<file path="config.mk">
export PLATFORM = sky130hd
export DESIGN_NAME = ppm_to_ibus_converter
export DESIGN_NICKNAME = d
export VERILOG_FILES = /design/src/rtl/ptic_pkg.sv /design/src/rtl/ptic_front.sv /design/src/rtl/ptic_back.sv /design/src/rtl/ppm_to_ibus_converter.sv
export SDC_FILE = /design/constraint.sdc
export NUM_CORES = 1
export LEC_CHECK = 0
export BUFFER_PORTS_ARGS = -buffer_cell sky130_fd_sc_hd__buf_4
export CORE_MARGIN = 8
export CORE_UTILIZATION = 45
export CTS_CLUSTER_DIAMETER = 120
export DETAILED_ROUTE_END_ITERATION = 12
export MAX_ROUTING_LAYER = met4
export PLACE_DENSITY_LB_ADDON = 0.25
export SYNTH_ARGS = -nofsm -noshare
export SYNTH_HDL_FRONTEND = slang
export SYNTH_SLANG_ARGS = --single-unit
</file>
<file path="constraint.sdc">
create_clock -name clk_i -period 27.5 [get_ports clk_i]
set_clock_uncertainty 0.1 [all_clocks]
set_input_delay 2.75 -clock clk_i [delete_from_list [all_inputs] [get_ports clk_i]]
set_output_delay 2.75 -clock clk_i [all_outputs]
set_load 0.02 [all_outputs]
</file>
<file path="src/rtl/ptic_pkg.sv">
// Shared types and constants for the PPM to iBus converter.
package ptic_pkg;

  localparam int unsigned PPM_CHANNELS  = 10;
  localparam int unsigned IBUS_CHANNELS = 14;
  localparam int unsigned FRAME_BYTES   = 32;

  localparam int unsigned SLOT_W = $clog2(PPM_CHANNELS + 1);
  localparam int unsigned CHAN_W = $clog2(IBUS_CHANNELS);
  localparam int unsigned CNT_W  = $clog2(FRAME_BYTES);

  localparam logic [15:0] THRESH_RESET = 16'd5000;
  localparam logic [7:0]  FRAME_LEN    = 8'h20;
  localparam logic [7:0]  FRAME_CMD    = 8'h40;
  localparam logic [15:0] CSUM_INIT    = 16'hffff;
  localparam logic [14:0] VAL_DEFAULT  = 15'd1500;
  localparam logic [14:0] VAL_MIN      = 15'd900;

  // Byte positions inside a frame
  localparam logic [CNT_W-1:0] POS_LEN     = CNT_W'(0);
  localparam logic [CNT_W-1:0] POS_CMD     = CNT_W'(1);
  localparam logic [CNT_W-1:0] POS_CSUM_LO = CNT_W'(FRAME_BYTES - 2);
  localparam logic [CNT_W-1:0] POS_CSUM_HI = CNT_W'(FRAME_BYTES - 1);

  // One queued operation: a falling-edge event or a frame request
  typedef struct packed {
    logic        is_frame;
    logic [15:0] ts;
  } ptic_op_t;

  // Back-end status seen by the top level
  typedef struct packed {
    logic             busy;
    logic [CNT_W-1:0] count;
  } ptic_status_t;

  function automatic logic [14:0] chan_reset_val(input int unsigned idx);
    if (idx == 0 || idx == 1 || idx == 3 || idx == IBUS_CHANNELS - 1) begin
      return VAL_DEFAULT;
    end
    return VAL_MIN;
  endfunction

endpackage

</file>
<file path="src/rtl/ptic_front.sv">
// Front end: accepts input beats, drops ignored pin events, queues the rest.
module ptic_front (
  input  logic              clk_i,
  input  logic              rst_ni,
  input  logic              in_valid_i,
  output logic              in_ready_o,
  input  logic              cmd_i,
  input  logic              pin_level_i,
  input  logic [15:0]       timestamp_i,
  output logic              op_valid_o,
  input  logic              op_ready_i,
  output ptic_pkg::ptic_op_t op_o
);
  import ptic_pkg::*;

  ptic_op_t   mem_q [2];
  logic       wptr_q, wptr_d;
  logic       rptr_q, rptr_d;
  logic [1:0] count_q, count_d;
  logic       push, pop;

  assign in_ready_o = (count_q != 2'd2);
  assign op_valid_o = (count_q != 2'd0);
  assign op_o       = mem_q[rptr_q];

  // A rising level is a no-op; it is accepted but never queued.
  assign push = in_valid_i && in_ready_o && (cmd_i || !pin_level_i);
  assign pop  = op_valid_o && op_ready_i;

  always_comb begin
    wptr_d  = push ? ~wptr_q : wptr_q;
    rptr_d  = pop ? ~rptr_q : rptr_q;
    count_d = count_q + 2'(push) - 2'(pop);
  end

  always_ff @(posedge clk_i or negedge rst_ni) begin
    if (!rst_ni) begin
      wptr_q  <= 1'b0;
      rptr_q  <= 1'b0;
      count_q <= 2'd0;
    end else begin
      wptr_q  <= wptr_d;
      rptr_q  <= rptr_d;
      count_q <= count_d;
    end
  end

  always_ff @(posedge clk_i) begin
    if (push) begin
      mem_q[wptr_q] <= '{is_frame: cmd_i, ts: timestamp_i};
    end
  end

endmodule

</file>
<file path="src/rtl/ptic_back.sv">
// Back end: PPM slot capture and iBus frame serializer with output register.
module ptic_back (
  input  logic                  clk_i,
  input  logic                  rst_ni,
  input  logic [15:0]           sync_threshold_i,
  input  logic                  op_valid_i,
  output logic                  op_ready_o,
  input  ptic_pkg::ptic_op_t    op_i,
  output logic                  out_valid_o,
  input  logic                  out_ready_i,
  output logic [7:0]            out_byte_o,
  output logic                  last_o,
  output ptic_pkg::ptic_status_t status_o
);
  import ptic_pkg::*;

  logic [15:0]       edge_q, edge_d;
  logic [SLOT_W-1:0] slot_q, slot_d;
  logic [14:0]       capture_q [PPM_CHANNELS];
  logic [14:0]       capture_d [PPM_CHANNELS];
  logic [14:0]       staged_q  [PPM_CHANNELS];
  logic [14:0]       staged_d  [PPM_CHANNELS];
  logic              staged_rdy_q, staged_rdy_d;
  logic [14:0]       chan_q [IBUS_CHANNELS];
  logic [14:0]       chan_d [IBUS_CHANNELS];

  logic              busy_q, busy_d;
  logic [CNT_W-1:0]  cnt_q, cnt_d;
  logic [15:0]       sum_q, sum_d;
  logic              oval_q, oval_d;
  logic [7:0]        obyte_q, obyte_d;
  logic              olast_q, olast_d;

  logic              pop, emit, in_range;
  logic [15:0]       pulse;
  logic [CHAN_W-1:0] ch_idx;
  logic [14:0]       ch_val;
  logic [7:0]        byte_sel;

  assign op_ready_o  = !busy_q;
  assign pop         = op_valid_i && op_ready_o;
  assign emit        = busy_q && (!oval_q || out_ready_i);
  assign out_valid_o = oval_q;
  assign out_byte_o  = obyte_q;
  assign last_o      = olast_q;
  assign status_o    = '{busy: busy_q, count: cnt_q};

  assign pulse    = op_i.ts - edge_q;
  assign in_range = (slot_q < SLOT_W'(PPM_CHANNELS));

  // Channel bytes sit at positions 2..29, two per channel
  assign ch_idx = CHAN_W'(cnt_q[CNT_W-1:1] - 4'd1);
  assign ch_val = (ch_idx < CHAN_W'(IBUS_CHANNELS)) ? chan_q[ch_idx] : '0;

  always_comb begin
    case (cnt_q)
      POS_LEN:     byte_sel = FRAME_LEN;
      POS_CMD:     byte_sel = FRAME_CMD;
      POS_CSUM_LO: byte_sel = sum_q[7:0];
      POS_CSUM_HI: byte_sel = sum_q[15:8];
      default:     byte_sel = cnt_q[0] ? {1'b0, ch_val[14:8]} : ch_val[7:0];
    endcase
  end

  always_comb begin
    edge_d       = edge_q;
    slot_d       = slot_q;
    capture_d    = capture_q;
    staged_d     = staged_q;
    staged_rdy_d = staged_rdy_q;
    chan_d       = chan_q;
    busy_d       = busy_q;
    cnt_d        = cnt_q;
    sum_d        = sum_q;
    oval_d       = oval_q && !out_ready_i;
    obyte_d      = obyte_q;
    olast_d      = olast_q;

    if (pop) begin
      if (op_i.is_frame) begin
        busy_d = 1'b1;
        cnt_d  = '0;
        sum_d  = CSUM_INIT;
      end else begin
        edge_d = op_i.ts;
        if (pulse > sync_threshold_i && in_range) begin
          // sync gap: restart slots, stage a snapshot if none pending
          slot_d = '0;
          if (!staged_rdy_q) begin
            staged_d     = capture_q;
            staged_rdy_d = 1'b1;
          end
        end else if (in_range) begin
          capture_d[slot_q[SLOT_W-1:0]] = pulse[15:1];
          slot_d = slot_q + SLOT_W'(1);
        end else begin
          slot_d = '0;
        end
      end
    end

    if (emit) begin
      oval_d  = 1'b1;
      obyte_d = byte_sel;
      olast_d = (cnt_q == POS_CSUM_HI);
      cnt_d   = cnt_q + CNT_W'(1);
      if (cnt_q < POS_CSUM_LO) begin
        sum_d = sum_q - {8'd0, byte_sel};
      end
      if (cnt_q == POS_CSUM_HI) begin
        busy_d = 1'b0;
        if (staged_rdy_q) begin
          for (int i = 0; i < PPM_CHANNELS; i++) begin
            chan_d[i] = staged_q[i];
          end
          staged_rdy_d = 1'b0;
        end
      end
    end
  end

  always_ff @(posedge clk_i or negedge rst_ni) begin
    if (!rst_ni) begin
      edge_q       <= '0;
      slot_q       <= '0;
      staged_rdy_q <= 1'b0;
      busy_q       <= 1'b0;
      cnt_q        <= '0;
      oval_q       <= 1'b0;
      for (int i = 0; i < PPM_CHANNELS; i++) begin
        capture_q[i] <= VAL_MIN;
      end
      for (int i = 0; i < IBUS_CHANNELS; i++) begin
        chan_q[i] <= chan_reset_val(i);
      end
    end else begin
      edge_q       <= edge_d;
      slot_q       <= slot_d;
      staged_rdy_q <= staged_rdy_d;
      busy_q       <= busy_d;
      cnt_q        <= cnt_d;
      oval_q       <= oval_d;
      capture_q    <= capture_d;
      chan_q       <= chan_d;
    end
  end

  always_ff @(posedge clk_i) begin
    staged_q <= staged_d;
    sum_q    <= sum_d;
    obyte_q  <= obyte_d;
    olast_q  <= olast_d;
  end

endmodule

</file>
<file path="src/rtl/ppm_to_ibus_converter.sv">
// Top level of the PPM to iBus converter: config register, front end, back end.
//
//  channel | signals                                   | beat
//  --------+-------------------------------------------+------------------------------
//  in      | in_valid_i/in_ready_o, cmd_i, pin_level_i, | pin event or frame request
//          | timestamp_i                               |
//  out     | out_valid_o/out_ready_i, out_byte_o,      | one iBus byte, last on
//          | last_o                                    | checksum high byte
//  cfg     | cfg_we_i, cfg_wdata_i                     | sync threshold write
//
// A frame request goes out as 32 bytes, one byte per cycle through the output register
// while out_ready_i is high, set by the byte counter of the back end.
// A two-entry queue lets inputs be taken while a frame is still going out.
// Reset restores the threshold, slots and channel defaults at once; no clearing pass.
// Output stalls freeze the byte counter; the queue fills and then drops in_ready_o.
module ppm_to_ibus_converter (
  input  logic        clk_i,
  input  logic        rst_ni,
  input  logic        cfg_we_i,
  input  logic [15:0] cfg_wdata_i,
  input  logic        in_valid_i,
  output logic        in_ready_o,
  input  logic        cmd_i,
  input  logic        pin_level_i,
  input  logic [15:0] timestamp_i,
  output logic        out_valid_o,
  input  logic        out_ready_i,
  output logic [7:0]  out_byte_o,
  output logic        last_o
);
  import ptic_pkg::*;

  logic [15:0]  thresh_q;
  logic         op_valid, op_ready;
  ptic_op_t     op;
  ptic_status_t st;

  always_ff @(posedge clk_i or negedge rst_ni) begin
    if (!rst_ni) begin
      thresh_q <= THRESH_RESET;
    end else if (cfg_we_i) begin
      thresh_q <= cfg_wdata_i;
    end
  end

  ptic_front u_front (
    .clk_i       (clk_i),
    .rst_ni      (rst_ni),
    .in_valid_i  (in_valid_i),
    .in_ready_o  (in_ready_o),
    .cmd_i       (cmd_i),
    .pin_level_i (pin_level_i),
    .timestamp_i (timestamp_i),
    .op_valid_o  (op_valid),
    .op_ready_i  (op_ready),
    .op_o        (op)
  );

  ptic_back u_back (
    .clk_i            (clk_i),
    .rst_ni           (rst_ni),
    .sync_threshold_i (thresh_q),
    .op_valid_i       (op_valid),
    .op_ready_o       (op_ready),
    .op_i             (op),
    .out_valid_o      (out_valid_o),
    .out_ready_i      (out_ready_i),
    .out_byte_o       (out_byte_o),
    .last_o           (last_o),
    .status_o         (st)
  );

  // Full queue means there is work waiting for the back end
  a_full_has_op: assert property (@(posedge clk_i) disable iff (!rst_ni)
    !in_ready_o |-> op_valid)
    else $error("queue full but no op offered");

  // A stalled output beat freezes the frame position
  a_stall_holds_count: assert property (@(posedge clk_i) disable iff (!rst_ni)
    st.busy && out_valid_o && !out_ready_i |=> $stable(st.count))
    else $error("frame advanced during output stall");

  // Every frame starts at the header byte
  a_frame_start: assert property (@(posedge clk_i) disable iff (!rst_ni)
    $rose(st.busy) |-> st.count == POS_LEN)
    else $error("frame started mid-stream");

  // The last flag only marks the checksum high byte
  a_last_at_end: assert property (@(posedge clk_i) disable iff (!rst_ni)
    $rose(out_valid_o) && last_o |-> st.count == POS_LEN)
    else $error("last beat not at end of frame");

endmodule
</file>
==> run_results.csv <==
group,metric,value,unit
routing,vias_per_cell,5.44,
logic_synthesis,ys_seq_area_frac,0.642,
run_status,status,"finished clean",
floorplanning,core,51200,µm²
power_and_ir_drop,clkPwrFrac,0.301,
clock_tree,cts-root-buf,"clkbuf_16",
floorplanning,initial_core_util,0.454,
logic_synthesis,ys_warn_count,0,
logic_synthesis,ys_top_cells_by_area,"dfrtp_1 27%, edfxtp_1 25%, mux2_2 15%",
final_layout,drive_above_1_share,0.389,
placed_design,placed_cells,2200,
sta,finalCriticalPeriod,6.70,ns
worst_setup_path,path_max_fanout,83,
routing,drc,0,
floorplanning,die_w,243,µm
worst_setup_path,crit_chain,"mux2i_1, ha_1, inv_1, fa_1, a21oi_1, o21ai_0, a2111oi_0, nor3_1, xor2_1, ha_1, nand4_2, a2111o_1, o211a_1, nor4_2, buf_4",
sta,worstMarginPinSlew,1.14,ns
clock_tree,hold_buffers,0,
final_layout,area_growth,13.5,%
routing,route.detailed.wl_per_inst,20.8,µm
global_routing,grt.overflow.total,0,
power_and_ir_drop,p_total,2.74,mW
logic_synthesis,synth_area,23300,µm²
floorplanning,io_pins,50,
sta,maxSlewHeadroom,0.240,
logic_synthesis,yosys.area.top_type_share,0.273,
worst_setup_path,start_kind,"register",
logic_synthesis,synthFlopType,"dfrtp_1",
global_routing,grt_use_met1,0.219,
power_and_ir_drop,power_frac_seq,0.361,
worst_setup_path,cpPeakStageDelay,0.87,ns
clock_tree,cts_sinks,557,
global_routing,gr-max-usage-layer,"met2",
global_routing,track_usage,0.167,
power_and_ir_drop,vdd_drop_max,0.0000901,V
routing,drtAntennaViolNets,0,
worst_setup_path,cp_slowest_cell,"buf_4",
logic_synthesis,syn_inst,1519,
global_routing,grt_antenna_before_repair,2,
clock_tree,cts_buffers,58,
global_routing,grt_pass1_wl,75900,µm
power_and_ir_drop,p_sw,1.00,mW
logic_synthesis,synthTopCellsByCount,"306 x mux2_2, 254 x dfrtp_1, 193 x edfxtp_1",
worst_setup_path,cp_data_required_time,27.61,ns
worst_hold_path,hold_class,"reg2reg",
sta,finalHoldViolations,0,
routing,first_pass_iters,5,
worst_setup_path,crit_family,"compound AO/OA/AOI/OAI gates",
global_routing,use_met3,0.0310,
routing,via_count,12600,
floorplanning,row_count,83,
final_layout,final_cells,2311,
logic_synthesis,async_flop_share,0.625,
worst_setup_path,critPathArrivalTime,6.81,ns
worst_setup_path,crit_path_frequent_cell,"ha_1",
placed_design,hpwl,29300,µm
power_and_ir_drop,sw_frac_of_total,0.366,
routing,drt_iter0_markers,927,
sta,finalCritPeriodShare,0.244,
worst_setup_path,crit_type,"reg2reg",
power_and_ir_drop,p_leak,11.6,nW
sta,clock.fmax,149,MHz
power_and_ir_drop,power_density,104,nW/µm²
global_routing,grt_pass1_vias,13100,
logic_synthesis,ys_types,68,
placed_design,globalplace.congestion,0.874,
sta,finalSetupViolCount,0,
clock_tree,clkTransAtPathRegs,0.06,ns
clock_tree,cts_resized,0,
placed_design,portBuffers,49,
worst_setup_path,crit_buf_inv,2,
logic_synthesis,synth_area_per_cell,15.3,µm²
logic_synthesis,yosysMostFrequentCell,"mux2_2",
logic_synthesis,ys_seq_elements,557,
logic_synthesis,synth-edff-count,193,
clock_tree,cts_tree,"built",
clock_tree,clockBufferDepth,3,
routing,routed_wirelength,48100,µm
sta,rsz0062_at_grt,"no",
clock_tree,clock_latency,0.63,ns
power_and_ir_drop,p_int,1.74,mW
logic_synthesis,synthesis.nets,1614,
clock_tree,htree_num_levels,2,
global_routing,use_met2,0.264,
sta,drv_slew,0,
floorplanning,die_h,243,µm
floorplanning,dieArea,59200,µm²
logic_synthesis,synth_area_leader_cell,"dfrtp_1",
final_layout,num-nets-final,1675,
clock_tree,cts_setup_buffers,0,
power_and_ir_drop,pwr-share-comb,0.338,
worst_setup_path,critPathCaptureType,"register",
sta,fin_tns_setup,0,ns
run,maxCapViolCount,0,
global_routing,grt_max_degree,160,
## power by group through the flow
| stage | Combinational [mW] | Sequential, mW | Clock, mW |
|---|---|---|---|
| floorplan | 0.636 | 0.978 | 0 |
| global placement | 0.913 | 1.00 | 0 |
| detailed placement | 0.930 | 1.01 | 0 |
| CTS | 0.933 | 0.991 | 0.846 |
| global route | 1.02 | 0.999 | 0.881 |
| finish | 0.926 | 0.991 | 0.825 |
## worst reg2reg max path, stage by stage (launching register included)
cell       delay, ns
dfrtp_1         0.85
mux2i_1         0.32
ha_1            0.19
inv_1           0.05
fa_1            0.39
a21oi_1         0.22
o21ai_0         0.19
a2111oi_0       0.52
nor3_1          0.14
xor2_1          0.75
ha_1            0.25
nand4_2         0.16
a2111o_1        0.38
o211a_1         0.43
nor4_2          0.36
buf_4           0.87
## final cells by class
type / count / area (µm²)
multi-input combinational: 832 / 7750
tap: 680 / 851
fill: 4219 / 24800
timing repair buffer: 77 / 598
inverter: 54 / 203
clock inverter: 26 / 394
clock buffer: 84 / 1660
sequential: 557 / 14900
antenna: 1 / 2.50
## cell families (layout without fill, tap and decap cells)
family / count (synthesis) / in the layout / synth area share
flip-flops: 557 / 557 / 0.642
multiplexers: 378 / 378 / 0.199
AND/OR/NAND/NOR: 189 / 189 / 0.0382
AO/OA/AOI/OAI: 184 / 184 / 0.0535
buffers and inverters: 130 / 241 / 0.0267
adder cells (fa/ha/maj): 56 / 56 / 0.0308
XOR/XNOR: 25 / 25 / 0.00941
other: 0 / 1 / 0
## registers in the layout, summed over array words and instances, names as in the netlist, 2 cells and up
name / flops
u_back.sum_q: 16
u_back.cnt_q: 5
u_back.slot_q: 4
u_front.mem_q: 34
u_back.staged_q: 150
thresh_q: 16
u_front.count_q: 2
u_back.out_byte_o: 8
u_back.capture_q: 150
u_back.chan_q: 150
u_back.edge_q: 16
## placed cells by master (no fill, tap or decap), drive strengths merged, types with 4 or more instances in the layout
master / Yosys / routed
and2: 4 / 4
mux4: 33 / 33
a31oi: 7 / 7
o22ai: 5 / 5
nand2b: 7 / 7
edfxtp: 193 / 193
nor4: 4 / 4
nor2: 38 / 38
clkinv: 0 / 14
inv: 54 / 56
bufinv: 0 / 8
nor3: 9 / 9
a21oi: 39 / 39
and3: 7 / 7
o21ai: 67 / 67
xor2: 10 / 10
nor2b: 7 / 7
a211oi: 8 / 8
a21o: 5 / 5
o2111ai: 7 / 7
o211ai: 5 / 5
clkbuf: 40 / 84
mux2: 316 / 316
mux2i: 29 / 29
ha: 54 / 54
dfxtp: 16 / 16
a22oi: 7 / 7
nand2: 82 / 82
dfstp: 94 / 94
dfrtp: 254 / 254
o211a: 5 / 5
nand4: 7 / 7
xnor2: 15 / 15
o31ai: 4 / 4
nand3: 16 / 16
buf: 36 / 77
## path summary, 6_finish.rpt
kind / start / to / slack, ns / cells after the start
setup / recovery: u_front.rptr_q / u_back.staged_q[53] / 20.80 / 15
hold / removal: u_back.capture_q[58] / u_back.staged_q[58] / 0.33 / 0
setup reg to reg: u_front.rptr_q / u_back.staged_q[53] / 20.80 / 15
hold reg to reg: u_back.capture_q[58] / u_back.staged_q[58] / 0.33 / 0
max in group asynchronous: rst_ni / u_back.chan_q[126] / 23.55 / 2
min in group asynchronous: rst_ni / u_back.chan_q[131] / 2.06 / 1
## stage by stage
step / hold slack [ns] / utilization / setup slack [ns] / area (µm²)
floorplan: 0.319 / - / 8.21 / 23300
global placement: 0.325 / 0.475 / 21.02 / 24300
detailed placement: 0.327 / 0.475 / 20.85 / 24300
CTS: 0.336 / 0.516 / 20.80 / 26400
global route: 0.345 / 0.516 / 20.22 / 26400
finish: 0.334 / 0.516 / 20.80 / 26400
## routing by layer
metal  vias to the layer above  routed length [µm]  share of wire
li1                       5695                   -              -
met1                      6532               21800           0.45
met2                       264               23000           0.48
met3                        74                2100          0.044
met4                         0                1160          0.024
met5                         -                   0              0
(Power assumes the default switching activity.)
